## src/sv/hdc_pkg.sv

```systemverilog
// Shared constants, types and helper functions of the haversine distance core.
package hdc_pkg;

  localparam int unsigned CORDIC_STEPS_DEF = 24;
  localparam int unsigned CORDIC_W = 34;
  localparam int unsigned SQRT_STAGES = 31;

  localparam int unsigned LAT_W = 28;
  localparam int unsigned LON_W = 29;
  localparam int unsigned DIST_W = 23;
  localparam int unsigned RADIUS_W = 13;
  localparam int unsigned MIN_DIST_W = 15;
  localparam int unsigned CFG_IDX_W = 1;
  localparam int unsigned CFG_DATA_W = 15;

  localparam logic signed [28:0] ANG_MUL = 29'sd190887452;
  localparam logic signed [CORDIC_W-1:0] CORDIC_GAIN = 34'sd652032874;
  localparam logic [30:0] PI_Q29 = 31'd1686629713;
  localparam logic [60:0] ONE_Q60 = 61'h1000_0000_0000_0000;
  localparam logic signed [CORDIC_W-1:0] QUARTER_TURN = 34'sd1073741824;
  localparam logic [DIST_W-1:0] DIST_MAX = 23'h7FFFFF;
  localparam logic [RADIUS_W-1:0] RADIUS_RST = 13'd6371;
  localparam logic [MIN_DIST_W-1:0] MIN_DIST_RST = 15'd100;

  typedef enum logic [CFG_IDX_W-1:0] {
    CFG_RADIUS   = 1'b0,
    CFG_MIN_DIST = 1'b1
  } cfg_reg_e;

  function automatic logic [31:0] atan_val(input int unsigned i);
    logic [31:0] v;
    case (i)
      0: v = 32'd536870912;
      1: v = 32'd316933406;
      2: v = 32'd167458907;
      3: v = 32'd85004756;
      4: v = 32'd42667331;
      5: v = 32'd21354465;
      6: v = 32'd10679838;
      7: v = 32'd5340245;
      8: v = 32'd2670163;
      9: v = 32'd1335087;
      10: v = 32'd667544;
      11: v = 32'd333772;
      12: v = 32'd166886;
      13: v = 32'd83443;
      14: v = 32'd41722;
      15: v = 32'd20861;
      16: v = 32'd10430;
      17: v = 32'd5215;
      18: v = 32'd2608;
      19: v = 32'd1304;
      20: v = 32'd652;
      21: v = 32'd326;
      22: v = 32'd163;
      23: v = 32'd81;
      24: v = 32'd41;
      25: v = 32'd20;
      26: v = 32'd10;
      27: v = 32'd5;
      28: v = 32'd3;
      29: v = 32'd1;
      30: v = 32'd1;
      default: v = 32'd0;
    endcase
    return v;
  endfunction

  function automatic logic signed [CORDIC_W-1:0] quad_sin(
    input logic [1:0] q,
    input logic signed [CORDIC_W-1:0] x,
    input logic signed [CORDIC_W-1:0] y
  );
    logic signed [CORDIC_W-1:0] s;
    case (q)
      2'd0: s = y;
      2'd1: s = x;
      2'd2: s = -y;
      default: s = -x;
    endcase
    return s;
  endfunction

  function automatic logic signed [CORDIC_W-1:0] quad_cos(
    input logic [1:0] q,
    input logic signed [CORDIC_W-1:0] x,
    input logic signed [CORDIC_W-1:0] y
  );
    logic signed [CORDIC_W-1:0] c;
    case (q)
      2'd0: c = x;
      2'd1: c = -y;
      2'd2: c = -x;
      default: c = y;
    endcase
    return c;
  endfunction

endpackage

```

## src/sv/hdc_isqrt.sv

```systemverilog
// Pipelined integer square root, one result bit per register stage.
module hdc_isqrt (
  input  logic clk_i,
  input  logic en_i,
  input  logic [60:0] v_i,
  output logic [30:0] root_o
);
  import hdc_pkg::*;

  logic [61:0] v_q [SQRT_STAGES];
  logic [61:0] r_q [SQRT_STAGES];

  for (genvar k = 0; k < SQRT_STAGES; k++) begin : g_stage
    localparam logic [61:0] Bit = 62'(1) << (60 - 2 * k);
    logic [61:0] va, ra, trial;
    if (k == 0) begin : g_first
      assign va = {1'b0, v_i};
      assign ra = '0;
    end else begin : g_next
      assign va = v_q[k-1];
      assign ra = r_q[k-1];
    end
    assign trial = ra + Bit;
    always_ff @(posedge clk_i) begin
      if (en_i) begin
        if (va >= trial) begin
          v_q[k] <= va - trial;
          r_q[k] <= (ra >> 1) + Bit;
        end else begin
          v_q[k] <= va;
          r_q[k] <= ra >> 1;
        end
      end
    end
  end

  assign root_o = r_q[SQRT_STAGES-1][30:0];
endmodule

```

## config.mk

```make
export PLATFORM = sky130hd
export DESIGN_NAME = hdc_isqrt
export DESIGN_NICKNAME = d
export VERILOG_FILES = /design/src/sv/hdc_pkg.sv /design/src/sv/hdc_isqrt.sv
export SDC_FILE = /design/constraint.sdc
export NUM_CORES = 2
export LEC_CHECK = 0
export BUFFER_PORTS_ARGS = -buffer_cell sky130_fd_sc_hd__buf_2
export CORE_MARGIN = 5
export CORE_UTILIZATION = 45
export DETAILED_ROUTE_END_ITERATION = 16
export PLACE_DENSITY = 0.58
export SLEW_MARGIN = 5
export SYNTH_ARGS = -nofsm -noshare
export SYNTH_HDL_FRONTEND = slang
export SYNTH_SLANG_ARGS = --single-unit
```

## constraint.sdc

```tcl
create_clock -name clk_i -period 5.8 [get_ports clk_i]
set_clock_uncertainty 0.2 [all_clocks]
set_input_delay 0.58 -clock clk_i [delete_from_list [all_inputs] [get_ports clk_i]]
set_output_delay 0.58 -clock clk_i [all_outputs]
set_load 0.005 [all_outputs]
```

== Word level (Yosys, flattened, before mapping) ==
Memories as Yosys holds them, arrays and structs flattened.
Cells that the tools add are included.
Storage, ports and cells
  bits in registers: 0
  bits in writable memories: 3844
  bits of input ports: 63
  output and inout bits: 31
  logic and storage cells: 434
  memories kept: 2
Memories
  r_q: words 31, width 62, read ports 31, clocked after Yosys merged registers in 0, write ports 31, line hdc_isqrt.sv:11  | logic [61:0] r_q [SQRT_STAGES];
  v_q: words 31, width 62, read ports 30, clocked after Yosys merged registers in 0, write ports 31, line hdc_isqrt.sv:10  | logic [61:0] v_q [SQRT_STAGES];
Cells by class
  $add $sub $neg: 91
  order comparisons: 31
  mux-type cells: 248
  bitwise logic cells: 62
Operators by type and width (number)
  $mux 62: 62
  $ge 62x62->1: 30
  $sub 62x62->62: 30
  $mux 1: 186
  $add 61x1->62 const B: 1
  $add 61x11->62 const B: 1
  $add 61x13->62 const B: 1
  $add 61x15->62 const B: 1
  $add 61x17->62 const B: 1
  $add 61x19->62 const B: 1
  $add 61x21->62 const B: 1
  $add 61x23->62 const B: 1
  $add 61x25->62 const B: 1
  $add 61x27->62 const B: 1
  $add 61x29->62 const B: 1
  $add 61x3->62 const B: 1
  $add 61x31->62 const B: 1
  $add 61x33->62 const B: 1
  $add 61x35->62 const B: 1
  $add 61x37->62 const B: 1
  $add 61x39->62 const B: 1
  $add 61x41->62 const B: 1
  $add 61x43->62 const B: 1
  $add 61x45->62 const B: 1
  43 further kinds: 104

== Logic depth before layout (Yosys ltp) ==
An unclocked memory read counts as a cell.
  word-level depth: 7
  depth in mapped cells: 14
  gate-level depth less buffers: 12

== Worst setup path after synthesis ==
Ideal clock, no wire load.
  path type: input-to-reg
  from: in en_i
  to: mem r_q[29][2] (netlist: r_q[1][808]), enable pin
  setup time: 0.483 ns
  arrival time: 4.118 ns
  data required time: 5.117 ns
  path slack: 0.998 ns
  stages on the path: 5
  buffers on the path: 5
  cell sequence: clkbuf_1 clkbuf_1 clkbuf_1 clkbuf_1 clkbuf_1
RTL lines
  start: declaration: line hdc_isqrt.sv:4  | input logic en_i,
  end: declaration: line hdc_isqrt.sv:11

==> reports/qor.yml <==
outcome: "complete, no violations"
cp_cell_sequence: "ha_1, nand2_1, nor3_1, o221ai_1, a21boi_0, o211ai_1, a21oi_1, nor2_4, buf_4, mux2_1"
cts-buffers-inserted: 277
cpMaxStageDelayCell: "a21oi_1"
max-clock-path-buffers: 4
io_buffers: 93
final_antenna_net_count: 0
dr.first_iter.drc_count: 7244
synth_top_flop_cell: "edfxtp_1"
startpoint_type: "flop"
synth_cells: 9293
grt_max_degree: 175
yosysUniqueCellTypes: 95
rows: 185
synth_edf_count: 2356
p_leak_nw: 47.7
peakVddDrop_mv: 0.348
yosysSeqAreaShare_pct: 61.8
vias_per_cell: 5.71
die_height_um: 514
antenna_found_initial: 13
clock_sinks: 2356
gp_congestion: 0.918
cts_tree: "built"
dp.cells: 12613
clk_pin_slew_worst_paths_ns: 0.06
yosysTopAreaCellShare_pct: 61.8
nets: 10174
slew_headroom_pct: 23.4
vias: 75167
holdCritPathClass: "in -> reg"
core_area_um2: 254000
wl_met1_um: 144000
drt_first_pass_iters: 6
ys_warn_count: 0
drc_errors: 0
synthArstFlopShare_pct: 0
worstPathArrival_ns: 5.02
ctsHoldBuffers: 62
top_layer_used: "met4"
grt_overflow_total: 0
crit_fanout: 53
die-width_um: 514
layout-drive-gt1-share_pct: 7.58
cellPowerDensity_nw_per_um2: 402
slew_violations: 0
ctsResizeCount: 0
yosys_register_bits: 2356
setup_viol: 0
clock_latency_ns: 0.99
cp-end-kind: "flop"
tns_ns: 0
fmax_ghz: 0.218
wl_per_cell_um: 23.5
rsz0062_at_grt: "no"
drt-total-wl_um: 309000
hold_violations: 0
finalPower_mw: 51.7
cp_data_required_time_ns: 6.24
fin_util_pct: 50.8
post-route-period-util_pct: 79.0
wl_met2_um: 135000
die_area_um2: 265000
post_cts_buffers: 0
path_class: "reg -> reg"
synth_area_leaders: "edfxtp_1 (62%), ha_1 (5.7%), xnor2_1 (3.3%)"
grt_use_total_pct: 22.8
netlist_area_um2: 114000
yosysMostFrequentCell: "edfxtp_1"
place_hpwl_um: 233000
synth_area_leader_cell: "edfxtp_1"
syn_area_per_cell_um2: 12.3
clockRootBuffer: "clkbuf_16"
synthToLayoutAreaGrowth_pct: 12.5
finalNonFillerCells: 13157
dr_wl_met3_um: 19900
start_util_pct: 45.1
period_needed_ns: 4.58
ios: 94
cap_violations: 0
grt_pass1_wl_um: 459000
htreeDepth: 5
worst_pin_slew_ns: 1.14
slowest_delay_ns: 0.64
ys_top_cells_by_count: "edfxtp_1 (2,356), nand2_1 (695), inv_1 (628)"
grt_pass1_vias: 71662
syn_nets: 9879
-- through the flow --
stage | area, um2 | worst slack [ns] | hold slack (ns)
floorplan | 114000 | 0.998 | 0.217
global placement | 119000 | 1.29 | 0.230
detailed placement | 119000 | 1.36 | 0.228
CTS | 129000 | 1.34 | 0.0106
global route | 129000 | 0.918 | 0.0398
finish | 129000 | 1.22 | 0.0925
-- routing by layer --
layer,up-vias,GRT usage (%)
li1,35379,-
met1,36775,34.0
met2,2531,34.6
met3,482,3.23
met4,0,7.34
met5,-,0
-- flip-flops by register name, summed over array words and instances, names as in the netlist --
register  flops
v_q        1860
r_q         496
-- critical path, delay by kind of cell, from the launching register on --
kind,cells,cell delay [ns]
compound gates,4,1.78
fa+ha+maj,1,0.39
buf+inv,1,0.34
flops,1,0.40
mux,1,0.38
simple gates,3,0.80
-- power breakdown --
| part | switching (mW) | leakage [nW] | internal, mW |
|---|---|---|---|
| combinational | 6.60 | 20.6 | 4.11 |
| sequential | 2.06 | 22.7 | 21.6 |
| clock | 6.83 | 4.41 | 10.6 |
-- path summary, 6_finish.rpt --
check                   start     endpoint  slack [ns]  cells past startpoint
hold reg to reg   v_q[0][322]  v_q[0][384]        0.22                      0
setup / recovery  v_q[1][574]  v_q[1][632]        1.22                     10
setup reg to reg  v_q[1][574]  v_q[1][632]        1.22                     10
hold / removal        v_i[59]   v_q[0][59]        0.09                      2
-- kinds of logic (layout without fill, tap and decap cells) --
| group | count (synthesis) | count (layout) | share of synthesized area (%) |
|---|---|---|---|
| buffers and inverters | 845 | 1340 | 2.80 |
| and+or+nand+nor | 2958 | 2958 | 13.5 |
| DFF | 2356 | 2356 | 61.8 |
| other | 0 | 3 | 0 |
| xor gates and xnor gates | 830 | 830 | 6.35 |
| adders and majority gates | 523 | 523 | 5.72 |
| muxes | 73 | 73 | 0.706 |
| AOI/OAI and AO/OA | 1708 | 1708 | 9.12 |
-- final cells by class --
class	count	area [um2]
Sequential cell	2356	70700
Fill cell	21896	125000
Timing Repair Buffer	231	1780
Inverter	630	2360
Antenna cell	3	7.51
Clock inverter	163	1790
Clock buffer	316	7250
Multi-Input combinational cell	6092	40600
Tap cell	3366	4210
-- layout by cell type (no fill, tap or decap), drive strengths merged, types with 34 or more instances in the layout --
cell type / synthesis / layout
o211ai: 36 / 36
and3: 52 / 52
nor3: 267 / 267
nor3b: 34 / 34
or4: 89 / 89
mux2: 62 / 62
a21o: 181 / 181
nand2: 695 / 695
o21bai: 55 / 55
xor2: 402 / 402
clkbuf: 192 / 316
nor2: 597 / 597
a31oi: 47 / 47
inv: 630 / 635
bufinv: 0 / 36
nor4b: 65 / 65
nor4: 341 / 341
edfxtp: 2356 / 2356
nand3: 162 / 162
ha: 523 / 523
or2: 48 / 48
a21oi: 526 / 526
buf: 23 / 169
nand4: 153 / 153
nor2b: 79 / 79
dlygate4sd3: 0 / 62
nand2b: 122 / 122
a211oi: 44 / 44
clkinv: 0 / 106
o21ai: 505 / 505
and2: 34 / 34
xnor2: 428 / 428
o21a: 93 / 93
or3: 104 / 104
No activity file was read; power rests on OpenSTA's default activity.
